## config.mk

```make
export PLATFORM = sky130hd
export DESIGN_NAME = banded_alignment_traceback_top
export DESIGN_NICKNAME = d
export VERILOG_FILES = /design/src/design/bat_pkg.sv /design/src/design/bat_front.sv /design/src/design/bat_queue.sv /design/src/design/bat_back.sv /design/src/design/banded_alignment_traceback_top.sv
export SDC_FILE = /design/constraint.sdc
export NUM_CORES = 1
export LEC_CHECK = 0
export ABC_AREA = 1
export BUFFER_PORTS_ARGS = -buffer_cell sky130_fd_sc_hd__buf_2
export CAP_MARGIN = 25
export CORE_MARGIN = 2
export CORE_UTILIZATION = 45
export DETAILED_ROUTE_END_ITERATION = 8
export GPL_TIMING_DRIVEN = 1
export PLACE_DENSITY = 0.63
export SYNTH_ARGS = -nofsm -noshare
export SYNTH_HDL_FRONTEND = slang
export SYNTH_SLANG_ARGS = --single-unit
```

## constraint.sdc

```tcl
create_clock -name clk -period 12.4 [get_ports clk]
set_input_delay 3.72 -clock clk [delete_from_list [all_inputs] [get_ports clk]]
set_output_delay 3.72 -clock clk [all_outputs]
set_load 0.01 [all_outputs]
```

## src/design/bat_pkg.sv

```systemverilog
// Types and constants shared by the traceback block modules.
package bat_pkg;

  localparam int unsigned ROW_W    = 64;
  localparam int unsigned LEN_W    = 24;
  localparam int unsigned POS_W    = 6;
  localparam int unsigned ADDR_W   = 3;
  localparam int unsigned DATA_W   = 32;
  localparam int unsigned Q_DEPTH  = 4;
  localparam int unsigned Q_PTR_W  = 2;

  localparam logic [ROW_W-1:0] PAT_01 = 64'h5555_5555_5555_5555;
  localparam logic [ROW_W-1:0] PAT_10 = 64'hAAAA_AAAA_AAAA_AAAA;

  // opcodes
  localparam logic [1:0] OP_DIR   = 2'd0;
  localparam logic [1:0] OP_FIRST = 2'd1;
  localparam logic [1:0] OP_STEP  = 2'd2;

  // walk phase
  localparam logic [1:0] PH_UNKNOWN = 2'd0;
  localparam logic [1:0] PH_VERT    = 2'd1;
  localparam logic [1:0] PH_HORZ    = 2'd2;

  // arrows
  localparam logic [1:0] AR_ERR  = 2'd0;
  localparam logic [1:0] AR_UP   = 2'd1;
  localparam logic [1:0] AR_LEFT = 2'd2;
  localparam logic [1:0] AR_DIAG = 2'd3;

  // status codes
  localparam logic [1:0] ST_OK     = 2'd0;
  localparam logic [1:0] ST_NO_DIR = 2'd1;
  localparam logic [1:0] ST_COUNT  = 2'd2;
  localparam logic [1:0] ST_RANGE  = 2'd3;

  // register indexes
  localparam logic REG_LENGTH_A = 1'b0;
  localparam logic REG_LENGTH_B = 1'b1;

  typedef struct packed {
    logic [1:0]       opcode;
    logic [ROW_W-1:0] arrow_row;
  } bat_in_t;

  typedef struct packed {
    logic             pair_valid;
    logic [LEN_W-1:0] index_a;
    logic [LEN_W-1:0] index_b;
    logic             gap_a;
    logic             gap_b;
    logic [1:0]       rows_back;
    logic [POS_W-1:0] next_arrow_pos;
    logic             done_res;
    logic [1:0]       status;
  } bat_out_t;

  // classified item between front and back
  typedef struct packed {
    logic [1:0]       op;
    logic [1:0]       dir;
    logic             first_any;
    logic             first_multi;
    logic [POS_W-1:0] first_hi;
    logic [1:0]       first_arrow;
    logic [ROW_W-1:0] row;
  } bat_cmd_t;

  typedef struct packed {
    logic full;
    logic empty;
  } bat_qstat_t;

endpackage

```

## src/design/bat_front.sv

```systemverilog
// Front end: masks the arrow row and classifies direction and first-row items.
module bat_front import bat_pkg::*; #(
  parameter int unsigned NUM_PES = 32
) (
  input  bat_in_t  item,
  output bat_cmd_t cmd
);

  localparam int unsigned ROW_BITS = 2 * NUM_PES;
  localparam logic [ROW_W-1:0] ROW_MASK = {ROW_W{1'b1}} >> (ROW_W - ROW_BITS);

  logic [ROW_W-1:0] row_m;

  assign row_m = item.arrow_row & ROW_MASK;

  always_comb begin
    cmd             = '0;
    cmd.op          = item.opcode;
    cmd.row         = row_m;
    if (row_m == (PAT_01 & ROW_MASK)) begin
      cmd.dir = PH_VERT;
    end else if (row_m == (PAT_10 & ROW_MASK)) begin
      cmd.dir = PH_HORZ;
    end else begin
      cmd.dir = PH_UNKNOWN;
    end
    // highest nonzero arrow wins; flag a second one
    for (int e = 0; e < NUM_PES; e++) begin
      if (row_m[2*e +: 2] != AR_ERR) begin
        if (cmd.first_any) begin
          cmd.first_multi = 1'b1;
        end
        cmd.first_any   = 1'b1;
        cmd.first_hi    = POS_W'(2 * e);
        cmd.first_arrow = row_m[2*e +: 2];
      end
    end
  end

endmodule

```

## src/design/bat_queue.sv

```systemverilog
// Short queue of classified items between front and back.
module bat_queue import bat_pkg::*; (
  input  logic       clk,
  input  logic       rst,
  input  logic       push,
  input  bat_cmd_t   push_data,
  input  logic       pop,
  output bat_cmd_t   head,
  output bat_qstat_t stat
);

  bat_cmd_t           mem [Q_DEPTH];
  logic [Q_PTR_W-1:0] wr_ptr;
  logic [Q_PTR_W-1:0] rd_ptr;
  logic [Q_PTR_W:0]   count;

  assign stat.full  = (count == (Q_PTR_W+1)'(Q_DEPTH));
  assign stat.empty = (count == '0);
  assign head       = mem[rd_ptr];

  always_ff @(posedge clk) begin
    if (push) begin
      mem[wr_ptr] <= push_data;
    end
  end

  always_ff @(posedge clk) begin
    if (rst) begin
      wr_ptr <= '0;
      rd_ptr <= '0;
      count  <= '0;
    end else begin
      if (push) begin
        wr_ptr <= wr_ptr + 1'b1;
      end
      if (pop) begin
        rd_ptr <= rd_ptr + 1'b1;
      end
      case ({push, pop})
        2'b10:   count <= count + 1'b1;
        2'b01:   count <= count - 1'b1;
        default: count <= count;
      endcase
    end
  end

endmodule

```

## src/design/bat_back.sv

```systemverilog
// Back end: walk state, arrow decode and the result register.
module bat_back import bat_pkg::*; #(
  parameter int unsigned NUM_PES = 32
) (
  input  logic             clk,
  input  logic             rst,
  input  logic [LEN_W-1:0] length_a,
  input  logic [LEN_W-1:0] length_b,
  input  bat_cmd_t         head,
  input  bat_qstat_t       qstat,
  output logic             pop,
  output logic             result_valid,
  input  logic             result_ready,
  output bat_out_t         result
);

  localparam logic [POS_W:0] LAST_POS = (POS_W+1)'(2 * NUM_PES - 2);

  logic [1:0]       phase;
  logic [1:0]       phase_next;
  logic [LEN_W-1:0] remain_a;
  logic [LEN_W-1:0] remain_a_next;
  logic [LEN_W-1:0] remain_b;
  logic [LEN_W-1:0] remain_b_next;
  logic [POS_W-1:0] arrow_position;
  logic [POS_W-1:0] arrow_position_next;
  bat_out_t         res;

  logic             known;
  logic [1:0]       step_arrow;

  assign known      = (phase == PH_VERT) || (phase == PH_HORZ);
  assign step_arrow = 2'(head.row >> arrow_position);
  assign pop        = !qstat.empty && (!result_valid || result_ready);

  always_comb begin
    logic             do_dec;
    logic [1:0]       dec_arrow;
    logic [LEN_W-1:0] base_a;
    logic [LEN_W-1:0] base_b;
    logic [POS_W-1:0] base_pos;
    logic             move_up;
    logic             move_down;
    logic [POS_W:0]   np_up;

    phase_next          = phase;
    remain_a_next       = remain_a;
    remain_b_next       = remain_b;
    arrow_position_next = arrow_position;
    res                 = '0;
    do_dec              = 1'b0;
    dec_arrow           = head.first_arrow;
    base_a              = remain_a;
    base_b              = remain_b;
    base_pos            = arrow_position;
    move_up             = 1'b0;
    move_down           = 1'b0;
    np_up               = {1'b0, arrow_position} + (POS_W+1)'(2);

    case (head.op)
      OP_DIR: begin
        phase_next = head.dir;
        if (head.dir == PH_UNKNOWN) begin
          res.status = ST_NO_DIR;
        end
      end
      OP_FIRST: begin
        base_a              = length_a;
        base_b              = length_b;
        base_pos            = head.first_hi;
        remain_a_next       = length_a;
        remain_b_next       = length_b;
        arrow_position_next = head.first_hi;
        if (!head.first_any || head.first_multi) begin
          res.status = ST_COUNT;
        end
        if (!known) begin
          res.status = ST_NO_DIR;
        end else if (head.first_any && ((length_a != '0) || (length_b != '0))) begin
          do_dec = 1'b1;
        end
      end
      OP_STEP: begin
        dec_arrow = step_arrow;
        if (!known) begin
          res.status = ST_NO_DIR;
        end else if ((remain_a != '0) || (remain_b != '0)) begin
          if ({1'b0, arrow_position} > LAST_POS) begin
            res.status = ST_RANGE;
          end else begin
            do_dec = 1'b1;
          end
        end
      end
      default: begin
      end
    endcase

    if (do_dec) begin
      // force the arrow once one sequence is used up
      if (base_a == '0) begin
        dec_arrow = AR_LEFT;
      end else if (base_b == '0) begin
        dec_arrow = AR_UP;
      end
      res.pair_valid = 1'b1;
      case (dec_arrow)
        AR_UP: begin
          res.rows_back = 2'd1;
          res.gap_b     = 1'b1;
          remain_a_next = base_a - 1'b1;
          move_down     = (phase == PH_HORZ);
          phase_next    = (phase == PH_VERT) ? PH_HORZ : PH_VERT;
        end
        AR_LEFT: begin
          res.rows_back = 2'd1;
          res.gap_a     = 1'b1;
          remain_b_next = base_b - 1'b1;
          move_up       = (phase == PH_VERT);
          phase_next    = (phase == PH_VERT) ? PH_HORZ : PH_VERT;
        end
        default: begin
          res.rows_back = (dec_arrow == AR_DIAG) ? 2'd2 : 2'd0;
          remain_a_next = base_a - 1'b1;
          remain_b_next = base_b - 1'b1;
        end
      endcase
      res.index_a = res.gap_a ? '0 : remain_a_next;
      res.index_b = res.gap_b ? '0 : remain_b_next;
      np_up = {1'b0, base_pos} + (POS_W+1)'(2);
      // keep the position when the move leaves the row
      if (move_up) begin
        if (np_up <= LAST_POS) begin
          arrow_position_next = np_up[POS_W-1:0];
        end else begin
          res.status = ST_RANGE;
        end
      end else if (move_down) begin
        if (base_pos >= POS_W'(2)) begin
          arrow_position_next = base_pos - POS_W'(2);
        end else begin
          res.status = ST_RANGE;
        end
      end
    end

    res.next_arrow_pos = arrow_position_next;
    res.done_res       = (remain_a_next == '0) && (remain_b_next == '0);
  end

  always_ff @(posedge clk) begin
    if (rst) begin
      phase          <= PH_UNKNOWN;
      remain_a       <= '0;
      remain_b       <= '0;
      arrow_position <= '0;
      result_valid   <= 1'b0;
    end else begin
      if (pop) begin
        phase          <= phase_next;
        remain_a       <= remain_a_next;
        remain_b       <= remain_b_next;
        arrow_position <= arrow_position_next;
        result_valid   <= 1'b1;
      end else if (result_ready) begin
        result_valid   <= 1'b0;
      end
    end
  end

  always_ff @(posedge clk) begin
    if (pop) begin
      result <= res;
    end
  end

endmodule

```

## src/design/banded_alignment_traceback_top.sv

```systemverilog
// Top level of the traceback block: configuration registers, front, queue and back.
// An accepted item is registered in the queue, and its result is registered when the back end pops it.
// Throughput: one item per cycle while results are taken; the walk-state update in the back end sets it.
// A four-entry queue lets the input side run ahead while a result waits to be taken.
// Reset (synchronous, active high) clears lengths, walk state, queue and result valid.
module banded_alignment_traceback_top import bat_pkg::*; #(
  parameter int unsigned NUM_PES = 32
) (
  input  logic              clk,
  input  logic              rst,
  input  logic              psel,
  input  logic              penable,
  input  logic              pwrite,
  input  logic [ADDR_W-1:0] paddr,
  input  logic [DATA_W-1:0] pwdata,
  output logic [DATA_W-1:0] prdata,
  output logic              pready,
  input  logic              item_valid,
  output logic              item_ready,
  input  bat_in_t           item,
  output logic              result_valid,
  input  logic              result_ready,
  output bat_out_t          result
);

  logic [LEN_W-1:0] length_a;
  logic [LEN_W-1:0] length_b;
  logic             reg_sel;
  bat_cmd_t         cmd;
  bat_cmd_t         head;
  bat_qstat_t       qstat;
  logic             push;
  logic             pop;

  assign pready  = 1'b1;
  assign reg_sel = paddr[2];
  assign prdata  = (reg_sel == REG_LENGTH_B) ? DATA_W'(length_b) : DATA_W'(length_a);

  always_ff @(posedge clk) begin
    if (rst) begin
      length_a <= '0;
      length_b <= '0;
    end else if (psel && penable && pwrite) begin
      case (reg_sel)
        REG_LENGTH_A: length_a <= pwdata[LEN_W-1:0];
        REG_LENGTH_B: length_b <= pwdata[LEN_W-1:0];
        default: begin
        end
      endcase
    end
  end

  assign item_ready = !qstat.full;
  assign push       = item_valid && item_ready;

  bat_front #(.NUM_PES(NUM_PES)) u_front (
    .item (item),
    .cmd  (cmd)
  );

  bat_queue u_queue (
    .clk       (clk),
    .rst       (rst),
    .push      (push),
    .push_data (cmd),
    .pop       (pop),
    .head      (head),
    .stat      (qstat)
  );

  bat_back #(.NUM_PES(NUM_PES)) u_back (
    .clk          (clk),
    .rst          (rst),
    .length_a     (length_a),
    .length_b     (length_b),
    .head         (head),
    .qstat        (qstat),
    .pop          (pop),
    .result_valid (result_valid),
    .result_ready (result_ready),
    .result       (result)
  );

endmodule

```

# Word-level counts from Yosys, hierarchy flattened
# Memories as Yosys holds them, arrays and structs flattened. A register that Yosys moved wholly into a read port is not among the register bits.
# Cells that the tools add are included.
[word_totals]
register_bits = 174
ram_bits = 312
input_bits = 108
wordCells = 238
mem_count = 1
[memory_table]
columns = ["name", "words", "width", "read_ports", "rd_clocked_by_memory_dff", "write_ports", "line_no", "text"]
rows = [
  ["u_queue.mem", 4, 78, 1, 1, 1, "bat_queue.sv:12", "bat_cmd_t mem [Q_DEPTH];"],
]
[classes]
n_addsub = 8
n_lt_le_gt_ge = 3
n_eq_ne = 12
shifts = 1
n_mux = 125
n_bitwise = 2
reduce_logical = 66
[ops]
columns = ["cell", "n"]
rows = [
  ["10-bit 2-to-1 mux", 31],
  ["24-bit 2-to-1 mux", 9],
  ["24-bit logical NOT", 4],
  ["24-bit nonzero test", 4],
  ["2-bit nonzero test", 34],
  ["64-bit by 63-bit equality test with 1-bit output, second input constant", 1],
  ["64-bit equality test, second input constant", 1],
  ["64-bit by 6-bit >> shifter with 2-bit output", 1],
  ["53-bit 2-to-1 mux", 1],
  ["1-bit 2-to-1 mux", 50],
  ["2-bit 2-to-1 mux", 25],
  ["24-bit by 1-bit subtractor with 24-bit output, second input constant", 2],
  ["6-bit 2-to-1 mux", 6],
  ["2-bit equality test, second input constant", 5],
  ["2-bit by 1-bit equality test with 1-bit output, second input constant", 4],
  ["6-bit by 2-bit adder with 7-bit output, second input constant", 1],
  ["7-bit by 6-bit less-or-equal comparator with 1-bit output, second input constant", 1],
  ["6-bit by 2-bit >= comparator with 1-bit output, second input constant", 1],
  ["6-bit > comparator, second input constant", 1],
  ["1-bit logical AND", 6],
  ["2-bit case mux with 3 select lines", 1],
  ["3-bit case mux with 2 select lines", 1],
  ["2-bit OR reduction", 3],
  ["6-bit by 2-bit subtractor with 6-bit output, second input constant", 1],
  ["12 further kinds", 23],
]

# Longest topological paths before layout
# Gate-level depths: netlist of run 1.
[logic_depth]
word_depth = 64
depth_mapped = 43

# Hierarchy
# Synthesis of run 1 repeated with hierarchy kept, for this count alone.
[hier_totals]
cells_unflattened = 3180
area_unflattened_um2 = 26282.7
[by_module_without_submodules]
columns = ["module", "instances", "cells_per_inst", "area_per_inst_um2", "seq_area_each_um2"]
rows = [
  ["bat_queue", 1, 812, 12010.3, 9549.2],
  ["bat_back", 1, 1542, 9666.8, 3002.9],
  ["banded_alignment_traceback_top", 1, 382, 2333.5, 960.9],
  ["bat_front", 1, 444, 2272.2, 0.0],
]

# Worst setup path after synthesis of run 1
# No wires, ideal clock.
[synth_timing]
kind = "input to output"
startpoint = "input port paddr[2]"
endpoint = "output port prdata[10]"
t_arrival_ns = 4.426
setup_slack_ns = 4.254
cell_stages = 4
path_cell_list = "clkbuf_1 -> clkbuf_1 -> nand2_1 -> o21ai_0"
[synth_between]
elab_chain_len = 1
[synth_rtl]
columns = ["element", "line_no", "text"]
rows = [
  ["from (decl)", "banded_alignment_traceback_top.sv:14", "input logic [ADDR_W-1:0] paddr,"],
  ["24-bit 2-to-1 mux", "banded_alignment_traceback_top.sv:37", "assign prdata = (reg_sel == REG_LENGTH_B) ? DATA_W'(length_b) : DATA_W'(length_a);"],
  ["to (decl)", "banded_alignment_traceback_top.sv:16", "output logic [DATA_W-1:0] prdata,"],
]
# Every way passes these cells.

# Worst setup path after layout of run 1
[layout_timing]
startpoint = "input port paddr[2]"
endpoint = "output port prdata[11]"
# Same word-level chain as after synthesis.

==> flow_metrics.py, run 1 <==
metrics = {
    "floorplan": {
        "die_x_microns": 235.7,
        "coreArea_sq_mm": 0.05287,
        "die-area_sq_mm": 0.05557,
        "rows": 84,
        "die_h_microns": 235.7,
        "pin_count": 205,
        "start_util_pct": 45.71,
    },
    "sta": {
        "period_share_pct": 68.52,
        "fmax_ghz": 0.1177,
        "finClkSkew_ns": 0.03677,
        "slew-limit-headroom_pct": 23.86,
        "finalSetupViolCount": 0,
        "period_needed_ns": 8.496,
        "hold_violations": 0,
        "tightest_slew_ns": 1.128,
        "rsz0062_at_grt": "false",
        "slew_viol_final": 0,
        "tns_ns": 0,
    },
    "route": {
        "vias": 20300,
        "ant_nets": 0,
        "wl_per_cell_microns": 20.34,
        "drt_iter0_markers": 1849,
        "wirelength_microns": 73390,
        "drt_first_pass_iters": 6,
        "vias_per_cell": 5.627,
        "drcViolationCount": 0,
    },
    "clock_network": {
        "cts_tree": "built",
        "cts.path.max_buffers": 3,
        "cts_setup_buffers": 0,
        "cts_buffers": 53,
        "clock_latency_ns": 0.61,
        "path_clk_slew_ns": 0.06,
        "cts_root_buffer": "clkbuf_16",
        "clock-sinks": 484,
        "hold_buffers": 0,
        "h-tree-depth": 2,
        "cts_resized": 0,
    },
    "worst_setup_path": {
        "cp.arrival_ns": 4.78,
        "path_max_fanout": 49,
        "crit_required_ns": 8.68,
        "cp_common_cell": "buf_2",
        "critical-path-max-stage-delay_ns": 0.56,
        "cp-startpoint": "paddr[2]",
        "setup.worst_path.start_class": "input port",
        "end_kind": "output port",
        "crit_path_cell_trace": "buf_2, o21ai_0, buf_2",
        "cp_slowest_cell": "buf_2",
        "critPathKind": "in2out",
    },
    "yosys": {
        "synth_edf_count": 370,
        "yosys.area_share.simple_pct": 19.02,
        "synth-main-ff-cell": "edfxtp_1",
        "synthArstFlopShare_pct": 0,
        "synth_adder_area_share_pct": 1.222,
        "syn-instance-count": 2730,
        "synth_cell_types": 55,
        "synth-seq-cells": 484,
        "muxShareOfSynthArea_pct": 0,
        "synthesis.area_sq_mm": 0.02416,
        "synth_compound_area_share_pct": 15.52,
        "yosys.area_share.xor_xnor_pct": 1.486,
        "syn_area_per_cell_sq_um": 8.851,
        "synth_top_family_by_area": "simple AND/OR/NAND/NOR gates",
        "synth_seq_area_share_pct": 55.42,
        "yosysWarnings": 0,
    },
    "placed_design": {
        "post_dp_cell_area_sq_mm": 0.02570,
        "place_congestion": 0.9620,
        "dpl.cell_count": 3502,
        "dpl.hpwl_microns": 51250,
        "port_buffers": 185,
    },
    "power": {
        "pwr-share-seq_pct": 31.6,
        "p_sw_mw": 3.064,
        "comb_power_share_pct": 45.5,
        "p_sw_share_pct": 43.18,
        "powerDensity_mw_per_mm2": 257.7,
        "vdd_ir_drop_max_mv": 0.1591,
        "power.leakage_nw": 10.99,
        "clock_power_share_pct": 22.9,
        "p_int_mw": 4.032,
    },
    "layout": {
        "drive_gt1_share_pct": 12.15,
        "final_area_sq_mm": 0.02753,
        "stdcell_count": 3608,
        "layout_commonest_cell": "nand2_1",
        "final_core_util_pct": 52.08,
        "area_growth_pct": 13.94,
        "layout_common_cells": "nand2_1 (567), edfxtp_1 (370), nor2_1 (323)",
        "nets": 3001,
    },
    "global_routing": {
        "antenna_found_initial": 15,
        "gr-usage-all-layers_pct": 26.03,
        "grt-ovfl-total": 0,
        "grt_max_degree": 79,
        "grt_pass1_wl_microns": 112200,
        "grt_pass1_vias": 19170,
    },
    "flow_run": {
        "drv_cap": 0,
    },
    "hold_path": {
        "min_path_type": "reg2reg",
        "min_from": "u_queue.count[0]$_SDFFE_PP0P_",
    },
    "run_status": {
        "status": "finished clean",
    },
}
## kinds of logic (layout without fill, tap and decap cells)
family	after synthesis	after routing
compound gates	634	634
xor+xnor	41	41
fa+ha+maj	23	23
buf+inv	444	621
flops	484	484
other cells	2	15
simple gates	1102	1102
## metal layers
| metal | part of all wire, % | track usage (%) | up-vias |
|---|---|---|---|
| met4 | 3.7 | 10.33 | 14 |
| met2 | 48 | 44.19 | 764 |
| met5 | 0.13 | 0 | - |
| met3 | 6.5 | 3.881 | 150 |
| met1 | 42 | 33.51 | 9717 |
| li1 | - | - | 9656 |
## worst paths after layout
kind	endpoint	slack [ns]	cells after the start
hold reg to reg	u_queue.count[0]$_SDFFE_PP0P_	0.45	1
setup reg to reg	u_back.result[2]$_DFFE_PP_	4.34	34
hold / removal	u_queue.count[0]$_SDFFE_PP0P_	0.45	1
setup / recovery	prdata[11]	3.90	3
## flip-flops by register name, summed over array words and instances (netlist names), named ones only
signal	cells
length_a	24
length_b	24
u_back.arrow_position	6
u_back.phase	2
u_back.remain_a	24
u_back.remain_b	24
u_back.result	62
u_back.result_valid	1
u_queue.count	3
u_queue.mem	308
u_queue.rd_ptr	2
u_queue.wr_ptr	2
## Yosys cell counts, types with 4 or more instances
master | count | area (sq um)
nand3b_1 | 5 | 37.54
o221ai_1 | 14 | 122.6
buf_2 | 10 | 50.05
o211ai_1 | 32 | 240.2
buf_4 | 11 | 82.58
a31oi_1 | 7 | 43.79
or2_2 | 12 | 75.07
nor2_2 | 4 | 25.02
nor4_1 | 29 | 181.4
edfxtp_1 | 370 | 11110
o21bai_1 | 4 | 30.03
a21oi_1 | 171 | 855.8
o21ai_1 | 23 | 115.1
buf_1 | 18 | 67.56
clkbuf_1 | 96 | 360.4
buf_6 | 4 | 45.04
nand2_1 | 568 | 2132
o21ai_2 | 6 | 52.55
dfxtp_1 | 114 | 2282
o21ai_0 | 272 | 1361
o22ai_1 | 22 | 137.6
a211oi_1 | 7 | 52.55
xor2_1 | 40 | 350.3
a32o_1 | 50 | 500.5
o2111ai_1 | 13 | 113.9
nor2_1 | 327 | 1227
ha_1 | 22 | 275.3
nand4_1 | 49 | 306.5
inv_2 | 13 | 48.80
nor3_1 | 24 | 120.1
nand3_1 | 72 | 360.4
inv_1 | 288 | 1081
## stage by stage
step                power, mW  setup WS (ns)  hold WS, ns
floorplan               4.494          4.254       0.4223
global placement        5.429          3.955       0.4436
detailed placement      5.475          3.931       0.4457
CTS                     7.119          3.937       0.4526
global route            7.567          3.795       0.4762
finish                  7.096          3.904       0.4533
## critical path: cells and delay by family
kind / cells / cell delay, ns
buffers and inverters: 2 / 0.76
AOI/OAI and AO/OA: 1 / 0.28
## power by group through the flow
stage          clock network [mW]  logic, mW  registers, mW
2_1_floorplan                   0       2.21           2.28
3_3_place_gp                    0       3.17           2.26
3_5_place_dp                    0       3.20           2.27
4_1_cts                      1.65       3.23           2.24
5_1_grt                      1.71       3.59           2.27
6_report                     1.63       3.23           2.24
## cell type report
class | count | area (sq um)
Fill cell | 4882 | 25330
Inverter | 303 | 1142
Tap cell | 688 | 860.8
Multi-Input combinational cell | 1809 | 9095
Timing Repair Buffer | 219 | 1226
Clock buffer | 74 | 1480
Clock inverter | 25 | 316.6
Sequential cell | 484 | 13400
Antenna cell | 6 | 15.01
Power figures use the tool's default switching activity.
==> run 2, diff against run 1 <==
Settings changed: PLACE_DENSITY 0.63 to 0.65.
Clock period 12.4 ns to 6.9 ns, I/O delays scaled along.
==> run 2 against run 1 <==
  * Total power rose by 79%
  * Utilization barely moved
  * Final area barely moved
  * Critical path type is now reg2reg
  * Critical endpoint is now u_back.result[2]$_DFFE_PP_
  * Worst setup slack got worse by 3.1 ns
  * Global-route usage fell by 0.34 points
  * Register-to-register slack got worse by 3.6 ns
  * Clock skew fell by 0.016 ns
  * First-iteration DRC count fell by 7.6%
  * Sequential share of layout area barely moved
  * Combinational power rose by 83%
  * Clock power rose by 66%
==> flow_metrics.py, run 2 (same netlist as run 1, synthesis figures left out) <==
metrics = {
    "run_status": {
        "status": "finished clean",
    },
    "layout": {
        "nFillCells": 4835,
        "area_growth_pct": 13.94,
        "layout_common_cells": "nand2_1 (567), edfxtp_1 (370), nor2_1 (323)",
        "nets": 3013,
        "largest_reg_flops": 308,
        "multi_input_area_sq_mm": 0.009095,
        "reg_top3": "u_queue.mem: 308 flops, u_back.result: 62 flops",
        "seqCellArea_sq_mm": 0.01340,
        "drive_gt1_share_pct": 12.51,
        "layout_commonest_cell": "nand2_1",
        "largest_register": "u_queue.mem",
        "final_core_util_pct": 52.08,
        "stdcell_count": 3623,
    },
    "route": {
        "wirelength_microns": 72690,
        "wl_per_cell_microns": 20.06,
        "vias_per_cell": 5.647,
        "drt_iter0_markers": 1708,
        "drt_first_pass_iters": 5,
        "ant_nets": 0,
        "vias": 20460,
        "drcViolationCount": 0,
    },
    "power": {
        "comb_power_share_pct": 46.7,
        "clock_power_share_pct": 21.4,
        "power.leakage_nw": 10.98,
        "powerDensity_mw_per_mm2": 460.4,
        "pwr-share-seq_pct": 31.9,
        "p_int_mw": 7.126,
        "vdd_ir_drop_max_mv": 0.3013,
        "p_sw_share_pct": 43.78,
        "p_sw_mw": 5.550,
    },
    "clock_network": {
        "cts_resized": 0,
        "clock-sinks": 484,
        "path_clk_slew_ns": 0.06,
        "hold_buffers": 0,
        "h-tree-depth": 2,
        "cts_buffers": 51,
        "cts.path.max_buffers": 3,
        "cts_root_buffer": "clkbuf_16",
        "cts_setup_buffers": 0,
        "clock_latency_ns": 0.60,
        "cts_tree": "built",
    },
    "global_routing": {
        "gr-usage-all-layers_pct": 25.69,
        "grt_pass1_vias": 19290,
        "grt-ovfl-total": 0,
        "grt_max_degree": 119,
        "met2_usage_pct": 43.06,
        "met3_usage_pct": 4.526,
        "antenna_found_initial": 15,
        "grtUsageMet1_pct": 32.99,
        "grt_pass1_wl_microns": 111100,
        "grt-busiest-layer": "met2",
    },
    "floorplan": {
        "rows": 84,
        "pin_count": 205,
        "coreArea_sq_mm": 0.05287,
        "start_util_pct": 45.71,
        "die_x_microns": 235.7,
        "die_h_microns": 235.7,
        "die-area_sq_mm": 0.05557,
    },
    "worst_setup_path": {
        "setup.worst_path.start_class": "register",
        "cp.arrival_ns": 6.60,
        "cp_common_cell": "nand2_1",
        "critPathKind": "reg2reg",
        "path_max_fanout": 38,
        "crit_required_ns": 7.35,
        "end_kind": "register",
        "path_buf_inv": 4,
        "critical-path-max-stage-delay_ns": 0.62,
        "crit_family": "simple AND/OR/NAND/NOR gates",
        "cp_slowest_cell": "dfxtp_4",
    },
    "placed_design": {
        "place_congestion": 0.9433,
        "port_buffers": 185,
        "dpl.hpwl_microns": 50520,
        "dpl.cell_count": 3516,
        "place_ws_ns": 0.9133,
    },
    "sta": {
        "hold_violations": 0,
        "tns_ns": 0,
        "finalSetupViolCount": 0,
        "fin_ws_ns": 0.7561,
        "rsz0062_at_grt": "false",
        "tightest_slew_ns": 1.044,
        "slew-limit-headroom_pct": 30.32,
        "period_needed_ns": 6.144,
        "fmax_ghz": 0.1628,
        "period_share_pct": 89.04,
        "slew_viol_final": 0,
        "finClkSkew_ns": 0.02086,
    },
    "hold_path": {
        "min_path_type": "reg2reg",
    },
    "flow_run": {
        "drv_cap": 0,
    },
}
## run 2: cell types whose count changed in the layout (fill, tap and decap cells not counted), sizes merged, moves of 4 or more
cell      previous run  this run
bufinv               7         3
clkinvlp             3         7
buf                219       233
diode                6        10
clkbuf              74        65
## run 2: path summary, 6_finish.rpt
path                            startpoint                       endpoint  slack (ns)  cells past startpoint
max                               register     u_back.result[2]$_DFFE_PP_        0.76                     27
min          u_queue.count[0]$_SDFFE_PP0P_  u_queue.count[0]$_SDFFE_PP0P_        0.46                      1
max reg2reg                       register     u_back.result[2]$_DFFE_PP_        0.76                     27
min reg2reg  u_queue.count[0]$_SDFFE_PP0P_  u_queue.count[0]$_SDFFE_PP0P_        0.46                      1
## run 2: routing by layer
layer | vias up | share of wire [%]
met4 | 8 | 3.9
met3 | 182 | 7.6
met1 | 9714 | 41
li1 | 9687 | -
met5 | - | 0.058
met2 | 869 | 48
## run 2: final cells by class
cell class / count / share of cell area, %
inverter: 303 / 4.144
timing repair buffer: 233 / 4.971
sequential: 484 / 48.65
clock buffer: 65 / 4.985
antenna: 10 / 0.09088
multi-input combinational: 1809 / 33.03
clock inverter: 31 / 0.9952
tap: 688 / 3.126
## run 2: stage by stage
stage                     cell area, sq um  hold slack [ns]  total power [mW]
final                                27530           0.4613             12.68
after global routing                 27530           0.4992             13.51
after CTS                            27490           0.4532             12.67
after detailed placement             25840           0.4447             9.933
after global placement               25810           0.4390             9.838
after floorplan                      24190           0.4223             8.075
## run 2: power groups by stage
stage	Combinational (mW)	Clock (mW)	Sequential (mW)
floorplan	3.97	0	4.10
global placement	5.77	0	4.07
detailed placement	5.84	0	4.09
CTS	5.88	2.76	4.03
global route	6.56	2.87	4.08
finish	5.92	2.71	4.04
